`src/design/ttm_pkg.sv`:
```
`default_nettype none
package ttm_pkg;

  // Widths of the stored timer fields
  localparam int TICK_W      = 48;
  localparam int PERIOD_W    = 32;
  localparam int BASE_W      = 10;
  localparam int DIV_W       = 32;
  localparam int MAX_RESULTS = 16;
  localparam int RC_W        = $clog2(MAX_RESULTS + 1);

  // Command codes on the mode field
  localparam logic [2:0] MODE_TICK    = 3'd0;
  localparam logic [2:0] MODE_CREATE  = 3'd1;
  localparam logic [2:0] MODE_STOP    = 3'd2;
  localparam logic [2:0] MODE_RESTART = 3'd3;
  localparam logic [2:0] MODE_REMOVE  = 3'd4;

  // Result status codes
  localparam logic [1:0] STAT_OK        = 2'd0;
  localparam logic [1:0] STAT_NOT_FOUND = 2'd1;
  localparam logic [1:0] STAT_BAD_IVL   = 2'd2;
  localparam logic [1:0] STAT_FULL      = 2'd3;

  // Result kinds
  localparam logic KIND_RESP   = 1'b0;
  localparam logic KIND_EXPIRY = 1'b1;

  // One timer entry as held in the slot memory
  typedef struct packed {
    logic                running;
    logic                periodic;
    logic [PERIOD_W-1:0] period;
    logic [TICK_W-1:0]   expiry;
  } slot_entry_t;

  // Divider status toward the controller
  typedef struct packed {
    logic              done;
    logic [DIV_W-1:0]  quot;
    logic [BASE_W-1:0] rem;
  } div_res_t;

  // Base tick length in milliseconds; codes above the list mean 1000ms
  function automatic logic [BASE_W-1:0] base_ms(input logic [2:0] sel);
    logic [BASE_W-1:0] v;
    unique case (sel)
      3'd0:    v = 10'd10;
      3'd1:    v = 10'd100;
      3'd2:    v = 10'd250;
      3'd3:    v = 10'd500;
      default: v = 10'd1000;
    endcase
    return v;
  endfunction

endpackage
`default_nettype wire

```
`src/design/ttm_slot_mem.sv`:
```
`default_nettype none
module ttm_slot_mem #(
  parameter int DEPTH = 16,
  parameter int AW    = 4
) (
  input  wire logic                 clk,
  input  wire logic                 we,
  input  wire logic [AW-1:0]        waddr,
  input  wire ttm_pkg::slot_entry_t wdata,
  input  wire logic                 re,
  input  wire logic [AW-1:0]        raddr,
  output ttm_pkg::slot_entry_t      rdata
);

  ttm_pkg::slot_entry_t mem [DEPTH];

  // Write one entry, read one entry into the output register
  always_ff @(posedge clk) begin
    if (we) begin
      mem[waddr] <= wdata;
    end
    if (re) begin
      rdata <= mem[raddr];
    end
  end

endmodule
`default_nettype wire

```
`src/design/ttm_div.sv`:
```
`default_nettype none
module ttm_div (
  input  wire logic                       clk,
  input  wire logic                       rst,
  input  wire logic                       start,
  input  wire logic [ttm_pkg::DIV_W-1:0]  dividend,
  input  wire logic [ttm_pkg::BASE_W-1:0] divisor,
  output ttm_pkg::div_res_t               res
);

  localparam int CW = $clog2(ttm_pkg::DIV_W);

  logic                       busy;
  logic                       done;
  logic [CW-1:0]              cnt;
  logic [ttm_pkg::DIV_W-1:0]  q;
  logic [ttm_pkg::BASE_W-1:0] r;
  logic [ttm_pkg::BASE_W:0]   r_sh;
  logic [ttm_pkg::BASE_W:0]   r_sub;
  logic                       ge;

  // One restoring step: shift in the next dividend bit, subtract if it fits
  assign r_sh  = {r, q[ttm_pkg::DIV_W-1]};
  assign ge    = r_sh >= {1'b0, divisor};
  assign r_sub = r_sh - {1'b0, divisor};

  // Step counter and completion flag
  always_ff @(posedge clk) begin
    if (rst) begin
      busy <= 1'b0;
      done <= 1'b0;
      cnt  <= '0;
    end else if (start) begin
      busy <= 1'b1;
      done <= 1'b0;
      cnt  <= '0;
    end else if (busy) begin
      cnt <= cnt + 1'b1;
      if (cnt == CW'(ttm_pkg::DIV_W - 1)) begin
        busy <= 1'b0;
        done <= 1'b1;
      end
    end
  end

  // Quotient and partial remainder
  always_ff @(posedge clk) begin
    if (start) begin
      q <= dividend;
      r <= '0;
    end else if (busy) begin
      q <= {q[ttm_pkg::DIV_W-2:0], ge};
      r <= ge ? r_sub[ttm_pkg::BASE_W-1:0] : r_sh[ttm_pkg::BASE_W-1:0];
    end
  end

  assign res.done = done;
  assign res.quot = q;
  assign res.rem  = r;

endmodule
`default_nettype wire

```
`src/design/timer_table_manager_core.sv`:
```
`default_nettype none
// Channel   Dir  Handshake                 Payload
// cfg       in   psel/penable/pwrite/pready base_interval at paddr 0
// in        in   in_valid / in_stall        mode, timer_id, interval_ms, cyclic
// out       out  out_valid / out_stall      kind, status, slot, last
//
// Tick: the scan reads one slot memory entry per cycle while it is not held.
// Create: the 32-step divider and the free-slot search run side by side.
// Stop and restart: read, write back, respond; remove: clear the valid bit, respond.
// Reset clears the tick count, the slot valid bits and the control state;
// the slot memory is not cleared and its contents are only used for valid slots.
// The scan holds on a reporting slot while an earlier event waits and the output register is stalled.
module timer_table_manager_core #(
  parameter int TIMER_SLOTS = 16
) (
  input  wire logic        clk,
  input  wire logic        rst,
  input  wire logic        psel,
  input  wire logic        penable,
  input  wire logic        pwrite,
  input  wire logic [2:0]  paddr,
  input  wire logic [31:0] pwdata,
  output logic      [31:0] prdata,
  output logic             pready,
  input  wire logic        in_valid,
  output logic             in_stall,
  input  wire logic [2:0]  mode,
  input  wire logic [3:0]  timer_id,
  input  wire logic [31:0] interval_ms,
  input  wire logic        cyclic,
  output logic             out_valid,
  input  wire logic        out_stall,
  output logic             kind,
  output logic [1:0]       status,
  output logic [3:0]       slot,
  output logic             last
);

  localparam int SW = $clog2(TIMER_SLOTS);

  localparam logic REG_BASE_INTERVAL = 1'b0;

  localparam logic [2:0] S_IDLE     = 3'd0;
  localparam logic [2:0] S_SCAN     = 3'd1;
  localparam logic [2:0] S_SCAN_END = 3'd2;
  localparam logic [2:0] S_DIV      = 3'd3;
  localparam logic [2:0] S_CMD      = 3'd4;
  localparam logic [2:0] S_RESP     = 3'd5;

  logic [2:0]                  state;
  logic [2:0]                  base_interval;
  logic [ttm_pkg::TICK_W-1:0]  tick_count;
  logic [TIMER_SLOTS-1:0]      slot_valid;
  logic [2:0]                  mode_q;
  logic                        cyc_q;
  logic                        ivl_zero;
  logic [SW-1:0]               cmd_idx;
  logic [1:0]                  resp_status;
  logic [3:0]                  resp_slot;
  logic [SW-1:0]               scan_idx;
  logic [ttm_pkg::RC_W-1:0]    rep_cnt;
  logic                        pend_valid;
  logic [SW-1:0]               pend_slot;
  logic [SW-1:0]               free_idx;
  logic                        free_done;
  logic                        free_found;

  logic                        in_acc;
  logic                        cfg_wr;
  logic                        id_in_range;
  logic [SW-1:0]               id_idx;
  logic                        id_found;
  logic                        out_free;
  logic                        hit;
  logic                        report;
  logic                        scan_last;
  logic                        scan_hold;
  logic                        create_go;
  logic                        create_ok;
  logic [ttm_pkg::BASE_W-1:0]  div_divisor;
  logic [ttm_pkg::PERIOD_W-1:0] rst_period;

  logic                        push_req;
  logic                        push_kind;
  logic [1:0]                  push_status;
  logic [3:0]                  push_slot;
  logic                        push_last;
  logic                        out_load;

  logic                        mem_we;
  logic [SW-1:0]               mem_waddr;
  ttm_pkg::slot_entry_t        mem_wdata;
  logic                        mem_re;
  logic [SW-1:0]               mem_raddr;
  ttm_pkg::slot_entry_t        mem_rdata;
  ttm_pkg::div_res_t           div_res;

  // Configuration port
  assign pready = 1'b1;
  assign cfg_wr = psel && penable && pwrite && pready && (paddr[2] == REG_BASE_INTERVAL);
  assign prdata = (paddr[2] == REG_BASE_INTERVAL) ? {29'd0, base_interval} : 32'd0;

  // Input decode
  assign in_stall    = (state != S_IDLE);
  assign in_acc      = in_valid && !in_stall;
  assign id_in_range = {28'd0, timer_id} < 32'(TIMER_SLOTS);
  assign id_idx      = SW'(timer_id);
  assign id_found    = id_in_range && slot_valid[id_idx];
  assign out_free    = !out_valid || !out_stall;
  assign div_divisor = ttm_pkg::base_ms(base_interval);

  // Scan evaluation of the entry held in the slot memory output register
  assign hit       = slot_valid[scan_idx] && mem_rdata.running &&
                     (mem_rdata.expiry == tick_count);
  assign report    = hit && (rep_cnt < ttm_pkg::RC_W'(ttm_pkg::MAX_RESULTS));
  assign scan_last = (scan_idx == SW'(TIMER_SLOTS - 1));
  assign scan_hold = report && pend_valid && !out_free;

  // Create decision once the divider and the free-slot search are done
  assign create_go  = div_res.done && free_done;
  assign create_ok  = create_go && !ivl_zero && (div_res.rem == '0) && free_found;
  assign rst_period = (mem_rdata.period == '0) ? ttm_pkg::PERIOD_W'(1) : mem_rdata.period;

  // Slot memory access
  always_comb begin
    mem_re    = 1'b0;
    mem_raddr = id_idx;
    mem_we    = 1'b0;
    mem_waddr = cmd_idx;
    mem_wdata = mem_rdata;
    unique case (state)
      S_IDLE: begin
        mem_re    = in_acc && ((mode == ttm_pkg::MODE_TICK) ||
                    (((mode == ttm_pkg::MODE_STOP) || (mode == ttm_pkg::MODE_RESTART)) &&
                    id_found));
        mem_raddr = (mode == ttm_pkg::MODE_TICK) ? '0 : id_idx;
      end
      S_SCAN: begin
        mem_re    = !scan_hold && !scan_last;
        mem_raddr = scan_idx + 1'b1;
        mem_we    = !scan_hold && hit;
        mem_waddr = scan_idx;
        if (mem_rdata.periodic) begin
          mem_wdata.expiry = tick_count + ttm_pkg::TICK_W'(mem_rdata.period);
        end else begin
          mem_wdata.running = 1'b0;
        end
      end
      S_DIV: begin
        mem_we             = create_ok;
        mem_waddr          = free_idx;
        mem_wdata.running  = 1'b1;
        mem_wdata.periodic = cyc_q;
        mem_wdata.period   = div_res.quot;
        mem_wdata.expiry   = tick_count + ttm_pkg::TICK_W'(div_res.quot);
      end
      S_CMD: begin
        mem_we = 1'b1;
        if (mode_q == ttm_pkg::MODE_STOP) begin
          mem_wdata.running = 1'b0;
        end else begin
          mem_wdata.running = 1'b1;
          mem_wdata.expiry  = tick_count + ttm_pkg::TICK_W'(rst_period);
        end
      end
      default: begin
      end
    endcase
  end

  // Result selection toward the output register
  always_comb begin
    push_req    = 1'b0;
    push_kind   = ttm_pkg::KIND_EXPIRY;
    push_status = ttm_pkg::STAT_OK;
    push_slot   = 4'(pend_slot);
    push_last   = 1'b0;
    unique case (state)
      S_SCAN: begin
        push_req = report && pend_valid;
      end
      S_SCAN_END: begin
        push_req  = pend_valid;
        push_last = 1'b1;
      end
      S_RESP: begin
        push_req    = 1'b1;
        push_kind   = ttm_pkg::KIND_RESP;
        push_status = resp_status;
        push_slot   = resp_slot;
        push_last   = 1'b1;
      end
      default: begin
      end
    endcase
  end

  assign out_load = push_req && out_free;

  // Sequencer, tick count, valid bits and configuration
  always_ff @(posedge clk) begin
    if (rst) begin
      state         <= S_IDLE;
      base_interval <= '0;
      tick_count    <= '0;
      slot_valid    <= '0;
      pend_valid    <= 1'b0;
      free_done     <= 1'b0;
      free_found    <= 1'b0;
      scan_idx      <= '0;
      rep_cnt       <= '0;
      free_idx      <= '0;
    end else begin
      if (cfg_wr) begin
        base_interval <= pwdata[2:0];
      end
      unique case (state)
        S_IDLE: begin
          if (in_acc) begin
            unique case (mode)
              ttm_pkg::MODE_TICK: begin
                tick_count <= tick_count + 1'b1;
                scan_idx   <= '0;
                rep_cnt    <= '0;
                pend_valid <= 1'b0;
                state      <= S_SCAN;
              end
              ttm_pkg::MODE_CREATE: begin
                free_idx   <= '0;
                free_done  <= 1'b0;
                free_found <= 1'b0;
                state      <= S_DIV;
              end
              ttm_pkg::MODE_STOP, ttm_pkg::MODE_RESTART, ttm_pkg::MODE_REMOVE: begin
                if (!id_found) begin
                  state <= S_RESP;
                end else if (mode == ttm_pkg::MODE_REMOVE) begin
                  slot_valid[id_idx] <= 1'b0;
                  state              <= S_RESP;
                end else begin
                  state <= S_CMD;
                end
              end
              default: begin
              end
            endcase
          end
        end
        S_SCAN: begin
          if (!scan_hold) begin
            if (report) begin
              pend_valid <= 1'b1;
              rep_cnt    <= rep_cnt + 1'b1;
            end
            if (scan_last) begin
              state <= S_SCAN_END;
            end else begin
              scan_idx <= scan_idx + 1'b1;
            end
          end
        end
        S_SCAN_END: begin
          if (!pend_valid || out_free) begin
            state <= S_IDLE;
          end
        end
        S_DIV: begin
          // Walk the valid bits for the lowest free slot
          if (!free_done) begin
            if (!slot_valid[free_idx]) begin
              free_done  <= 1'b1;
              free_found <= 1'b1;
            end else if (free_idx == SW'(TIMER_SLOTS - 1)) begin
              free_done <= 1'b1;
            end else begin
              free_idx <= free_idx + 1'b1;
            end
          end
          if (create_go) begin
            if (create_ok) begin
              slot_valid[free_idx] <= 1'b1;
            end
            state <= S_RESP;
          end
        end
        S_CMD: begin
          state <= S_RESP;
        end
        S_RESP: begin
          if (out_free) begin
            state <= S_IDLE;
          end
        end
        default: begin
          state <= S_IDLE;
        end
      endcase
    end
  end

  // Command context and response payload
  always_ff @(posedge clk) begin
    if (in_acc) begin
      mode_q      <= mode;
      cyc_q       <= cyclic;
      ivl_zero    <= (interval_ms == 32'd0);
      cmd_idx     <= id_idx;
      resp_slot   <= timer_id;
      resp_status <= id_found ? ttm_pkg::STAT_OK : ttm_pkg::STAT_NOT_FOUND;
    end
    if ((state == S_SCAN) && !scan_hold && report) begin
      pend_slot <= scan_idx;
    end
    if ((state == S_DIV) && create_go) begin
      priority if (ivl_zero || (div_res.rem != '0)) begin
        resp_status <= ttm_pkg::STAT_BAD_IVL;
        resp_slot   <= 4'd0;
      end else if (!free_found) begin
        resp_status <= ttm_pkg::STAT_FULL;
        resp_slot   <= 4'd0;
      end else begin
        resp_status <= ttm_pkg::STAT_OK;
        resp_slot   <= 4'(free_idx);
      end
    end
  end

  // Output register: valid flag
  always_ff @(posedge clk) begin
    if (rst) begin
      out_valid <= 1'b0;
    end else if (out_load) begin
      out_valid <= 1'b1;
    end else if (!out_stall) begin
      out_valid <= 1'b0;
    end
  end

  // Output register: payload
  always_ff @(posedge clk) begin
    if (out_load) begin
      kind   <= push_kind;
      status <= push_status;
      slot   <= push_slot;
      last   <= push_last;
    end
  end

  ttm_slot_mem #(
    .DEPTH (TIMER_SLOTS),
    .AW    (SW)
  ) u_slot_mem (
    .clk   (clk),
    .we    (mem_we),
    .waddr (mem_waddr),
    .wdata (mem_wdata),
    .re    (mem_re),
    .raddr (mem_raddr),
    .rdata (mem_rdata)
  );

  ttm_div u_div (
    .clk      (clk),
    .rst      (rst),
    .start    (in_acc && (mode == ttm_pkg::MODE_CREATE)),
    .dividend (interval_ms),
    .divisor  (div_divisor),
    .res      (div_res)
  );

`ifndef ASSERT_OFF
  a_tick_advance: assert property (@(posedge clk) disable iff (rst)
    in_acc && (mode == ttm_pkg::MODE_TICK) |=> tick_count == $past(tick_count) + 48'd1)
    else $error("tick count did not advance by one");

  a_resp_last: assert property (@(posedge clk) disable iff (rst)
    out_valid && (kind == ttm_pkg::KIND_RESP) |-> last)
    else $error("command response not marked last");

  a_expiry_in_tick: assert property (@(posedge clk) disable iff (rst)
    out_load && (push_kind == ttm_pkg::KIND_EXPIRY) |-> mode_q == ttm_pkg::MODE_TICK)
    else $error("expiry event outside a tick");

  a_div_rem: assert property (@(posedge clk) disable iff (rst)
    (state == S_DIV) && div_res.done |-> div_res.rem < div_divisor)
    else $error("divider remainder not below divisor");
`endif

endmodule
`default_nettype wire
```
`config.mk`:
```
export PLATFORM = sky130hd
export DESIGN_NAME = timer_table_manager_core
export DESIGN_NICKNAME = d
export VERILOG_FILES = /design/src/design/ttm_pkg.sv /design/src/design/ttm_slot_mem.sv /design/src/design/ttm_div.sv /design/src/design/timer_table_manager_core.sv
export SDC_FILE = /design/constraint.sdc
export NUM_CORES = 2
export LEC_CHECK = 0
export ABC_CLOCK_PERIOD_IN_PS = 8170
export BUFFER_PORTS_ARGS = -buffer_cell sky130_fd_sc_hd__clkbuf_2
export CAP_MARGIN = 20
export CORE_MARGIN = 2
export CORE_UTILIZATION = 45
export DETAILED_ROUTE_END_ITERATION = 10
export GPL_ROUTABILITY_DRIVEN = 1
export PLACE_DENSITY = 0.68
export SYNTH_ARGS = -nofsm -noshare
export SYNTH_HDL_FRONTEND = slang
export SYNTH_SLANG_ARGS = --single-unit
export TNS_END_PERCENT = 50
```
`constraint.sdc`:
```
create_clock -name clk -period 8.17 [get_ports clk]
set_input_delay 0.4085 -clock clk [delete_from_list [all_inputs] [get_ports clk]]
set_output_delay 0.4085 -clock clk [all_outputs]
set_load 0.03 [all_outputs]
```
== Word level (Yosys, flattened, before mapping) ==
Memories as Yosys holds them, arrays and structs flattened. A register that Yosys moved wholly into a read port is not among the register bits.
Index checks and enable logic that the tools add are counted.
Operators by class
  $add $sub $neg: 9
  magnitude comparators: 7
  equality and inequality tests: 37
  mux-type cells: 95
  bitwise logic cells: 4
  reduce and logical (&&, ||, !) cells: 61
Operators with widths (count)
  $add 48x32->48: 3
  $pmux 48 s3: 1
  $mux 16: 6
  $mux 32: 3
  $mux 48: 2
  $logic_not 32->1: 2
  $mux 4: 15
  $add 48x1->48 const B: 1
  $eq 48x48->1: 1
  $pmux 10 s4: 1
  $ne 2x2->1 const B: 17
  $mux 33: 1
  $pmux 16 s2: 1
  $pmux 4 s2: 4
  $mux 1: 30
  $logic_and 1x1->1: 24
  $eq 3x2->1 const B: 7
  $mux 3: 7
  $mux 5: 4
  $pmux 3 s6: 1
  $and 16x16->16: 1
  $not 16->16: 1
  $or 16x16->16: 1
  $lt 4x5->1 const B: 3
  other kinds (35): 76
Storage, ports and cells
  register bits: 163
  bits in writable memories: 1312
  output and inout bits: 43
  word-level logic and storage cells: 241
  memories kept: 1
Memories
  u_slot_mem.mem: words 16, bits a word 82, read ports 1, clocked after memory_dff 1, wr ports 1, RTL line ttm_slot_mem.sv:15  | ttm_pkg::slot_entry_t mem [DEPTH];

== Logic depth before layout (Yosys ltp) ==
  depth after elaboration: 12
  gate-level depth with buffers: 16

== By module ==
Synthesis repeated with hierarchy kept, for this count alone.
Unflattened totals
  cells, all modules: 4249
  area, all modules: 68195.4 µm²
Modules (own cells, without submodules)
  ttm_slot_mem: instances 1, cells each 2103, area an instance 51504.4 µm², seq. area each 41860.1 µm²
  timer_table_manager_core: instances 1, cells each 1929, area an instance 14123.5 µm², seq. area each 2552.4 µm²
  ttm_div: instances 1, cells each 217, area an instance 2567.5 µm², seq. area each 1301.2 µm²

== Worst setup path before layout ==
Ideal clock, no wire load.
  path type: register -> register
  from: register tick_count[40] (netlist bit)
  to: memory u_slot_mem.mem[1][0] (netlist bit), enable pin
  setup time: 523 ps
  arrival time: 5274 ps
  data required time: 7647 ps
  slack: 2373 ps
  cell stages (with the launch flop): 11
  period minus slack after synthesis: 5797 ps
  cell sequence: dfxtp_1 clkbuf_1 xor2_1 nor4_1 nand4_1 nor3_1 nand3_1 o211a_1 nor2b_1 nand2_1 nor2_1
Between the ends
  word-level cells in the longest chain between the ends: 10
Ends and longest elaborated chain
  from (decl): RTL line timer_table_manager_core.sv:52  | logic [ttm_pkg::TICK_W-1:0] tick_count;
  from (signal assigned): RTL line timer_table_manager_core.sv:222  | tick_count <= tick_count + 1'b1;
  $eq 48x48->1 *: RTL line timer_table_manager_core.sv:114  | (mem_rdata.expiry == tick_count);
  $logic_and 1x1->1 *: RTL line timer_table_manager_core.sv:113  | assign hit = slot_valid[scan_idx] && mem_rdata.running &&
  $logic_and 1x1->1: RTL line timer_table_manager_core.sv:115  | assign report = hit && (rep_cnt < ttm_pkg::RC_W'(ttm_pkg::MAX_RESULTS));
  $logic_and 1x1->1 (2 in a row): RTL line timer_table_manager_core.sv:117  | assign scan_hold = report && pend_valid && !out_free;
  $logic_not 1->1: RTL line timer_table_manager_core.sv:141  | mem_we = !scan_hold && hit;
  $logic_and 1x1->1 *: RTL line timer_table_manager_core.sv:141
  $pmux 1 s3 *: RTL line timer_table_manager_core.sv:131  | unique case (state)
  $mux 1 *: RTL line ttm_slot_mem.sv:19  | if (we) begin
  $mux 1 (implied by the code) *: RTL line ttm_slot_mem.sv:20  | mem[waddr] <= wdata;
  to (decl): RTL line ttm_slot_mem.sv:15
Mark *: on every way between the ends. The rest lies on a longest branch, timed or not.

==> summary.txt <==
vias in the first global route -> 46.1k
ys flop type -> edfxtp_1
Max Cap Viol -> 0
Die ar. -> 0.159 sq mm
DP Worst Slack -> 2990 ps
clock share of power -> 27.1%
Worst R2R End -> u_slot_mem.mem[7][47]$_DFFE_PP_
clock-pin slew on the worst setup and hold paths -> 60 ps
Post-synth EDFFs -> 1,453
WHS Path Cells -> 1
H-Tree Depth -> 4
share of cells above drive strength 1 -> 7.19%
Inserted Clock Buffers -> 158
Setup crit end -> u_slot_mem.mem[7][47]$_DFFE_PP_
RSZ-0062 raised after global routing -> false
Avg WL per Cell -> 23.5 microns
Max FO, Critical Path -> 16
Worst Skew -> 52.9 ps
gpl congestion -> 0.936
sequential share of power -> 42.3%
GR Overflow Total -> 0
Syn. warnings -> 0
worst setup path startpoint -> u_slot_mem.rdata[72]$_DFFE_PP_
I/O pins -> 125
critical path type -> reg -> reg
R2R Path Start -> u_slot_mem.rdata[72]$_DFFE_PP_
initial antenna violation count -> 0
post_cts resized -> 0
NumNets Final -> 6,237
Mean Syn Cell Area -> 11.5 sq um
Switching Share -> 35.3%
DRT Pass-1 Iters -> 6
Max Root-Sink Buffers -> 3
clk sinks -> 1,557
Setup TNS -> 0 ps
Die Span X -> 399 microns
crit share post-route -> 63.7%
leading cell type in the layout, fill and taps excluded -> nand2_1
ANT nets after route -> 0
Seq/Total Area, Yosys -> 65.2%
relative slew slack -> 16.1%
power density cells -> 336 mW/mm^2
Diodes inserted -> 0
Final Hold Vio Count -> 0
largest net degree at the start of global routing -> 184
CTS tree -> yes
Async SR Flop Fraction -> 0%
core area -> 0.154 sq mm
final worst setup slack -> 2970 ps
P_leak -> 27.7 nW
die height -> 399 microns
Setup violations, final -> 0
Gate power share -> 30.6%
Synth area leader -> edfxtp_1
measured slew at the worst slew-check pin -> 1260 ps
fin util -> 50.6%
fmax -> 0.192 GHz
Worst setup EP type -> register
Req. time, crit path -> 8700 ps
Hold Crit Class -> in -> reg
total track usage -> 23.7%
minimum clock period -> 5200 ps
clock insertion delay at the later pin of the skew report -> 810 ps
PortBufs -> 63
Unique masters post-synth -> 88
Startpoint Class -> register
Tot Pwr -> 26.3 mW
worst vdd ir -> 0.347 mV
drt drc -> 0
drt via density -> 6.02
Reg2Reg Setup Slack -> 2970 ps
Area Growth Syn to Fin -> 11.5%
Register-to-Register Path Depth -> 14
via count -> 49.4k
Fill cells -> 13.2k
final WL -> 193,000 microns
outcome -> complete, no violations
hpwl dp -> 104,000 microns
synthesized instance count -> 6,087
max-slew violation count -> 0
Post-Syn Area -> 0.0701 sq mm
Clock Tree Root -> clkbuf_16
top cells by area, synth -> edfxtp_1 62%, nand2_1 9.0%, a311oi_1 3.1%
Initial Util -> 45.4%
WP data arrival -> 5740 ps
flops & latches, synth -> 1,557
number of core rows -> 144
WHS -> 71.8 ps
switching power -> 9.29 mW
drt initial violations -> 5,875
first-pass GRT wire length -> 287,000 microns
commonest non-fill, non-tap cells in the layout -> 1,678 x nand2_1, 1,453 x edfxtp_1, 387 x nand3_1
Yosys top cell area share -> 62.2%
Cell Int Power -> 17.0 mW
per-layer routing:
metal	GRT usage, %	part of all wire [%]	routed length, microns
met3	3.95	10	19500
met2	36.6	45	87600
met1	34.3	42	80700
met5	0	0	0
met4	7.32	2.7	5190
kinds of logic after synthesis:
kind of cell             Yosys count  share of synthesized area (%)
other                              2                         0.0107
AND/OR/NAND/NOR                 2672                           16.6
flip-flops                      1557                           65.2
adder cells (fa/ha/maj)          118                           2.15
buffers and inverters            490                           2.81
multiplexers                      56                           1.07
XOR/XNOR                         182                           2.27
AO/OA/AOI/OAI                   1010                           9.89
synth_stat cells, types with 14 or more instances:
cell,n
xor2_1,104
xnor2_1,78
o21ai_0,133
ha_1,114
nand4_1,32
o211ai_1,14
buf_4,31
a211oi_1,25
nor4_1,32
o22ai_1,14
or3_1,30
clkbuf_1,374
nor2b_1,18
mux4_2,14
inv_1,51
a21o_1,60
nand2_1,1680
mux2i_1,33
o21bai_1,25
dfxtp_1,104
a21oi_1,268
nand3_1,387
a311oi_1,252
buf_1,25
nor2_1,179
a31oi_1,94
a222oi_1,14
edfxtp_1,1453
and3_1,194
nand2b_1,33
nor3_1,33
metrics by stage:
stage	cells	cell area [sq um]
floorplan	6115	70200
global placement	7868	72500
detailed placement	7871	72600
CTS	8198	78100
global route	8207	78200
finish	8207	78200
repair_timing:
| action | CTS | global route |
|---|---|---|
| buffers inserted | 0 | 0 |
| hold buffers | 41 | 0 |
| setup endpoints to repair | 0 | 0 |
| endpoints found under the hold margin | 41 | 0 |
sequential cells by signal, summed over array words and instances, names as in the netlist, 2 cells and up:
name / flops
slot: 4
mode_q: 3
u_slot_mem.mem: 1312
pend_slot: 4
base_interval: 3
u_div.q: 32
slot_valid: 16
resp_slot: 4
scan_idx: 4
rep_cnt: 5
resp_status: 2
tick_count: 48
u_div.cnt: 5
status: 2
u_slot_mem.rdata: 82
free_idx: 4
state: 3
u_div.r: 10
cmd_idx: 4
power groups by stage:
stage	Sequential (mW)	Combinational [mW]	Clock (mW)
global placement	11.3	7.69	0
CTS	11.1	7.91	7.22
detailed placement	11.3	7.85	0
floorplan	11.0	5.35	0
global route	11.1	8.81	7.49
finish	11.1	8.04	7.13
layout make-up:
type	count	area, sq um	area share [%]
clock buffers	199	4180	5.35
clock inverters	87	926	1.18
inverters	52	195	0.250
multi-input cells	4068	22800	29.1
flip-flops and latches	1557	45700	58.5
well taps	2044	2560	3.27
repair buffers	200	1870	2.39
critical path, cell delays in order (launching register included):
cell,delay (ps)
edfxtp_1,530
nor4_1,520
nand4_1,340
o21bai_1,340
ha_1,250
a21o_1,130
a21oi_1,100
o21bai_1,340
a21bo_2,290
o21ai_0,300
a2111oi_0,790
o21ai_0,230
xor2_1,180
o21ai_0,160
a211o_1,430
worst min path at each step:
stage / slack (ps) / from / endpoint
3_3_place_gp: 460 / free_found$_SDFFE_PP0P_ / free_found$_SDFFE_PP0P_
4_1_cts: 20 / timer_id[3] / cmd_idx[3]$_DFFE_PP_
6_report: 70 / timer_id[3] / cmd_idx[3]$_DFFE_PP_
5_1_grt: 60 / timer_id[3] / cmd_idx[3]$_DFFE_PP_
2_1_floorplan: 410 / scan_idx[2]$_SDFFE_PP0P_ / pend_slot[2]$_DFFE_PP_
3_5_place_dp: 470 / free_found$_SDFFE_PP0P_ / free_found$_SDFFE_PP0P_
Power figures use the tool's default switching activity.
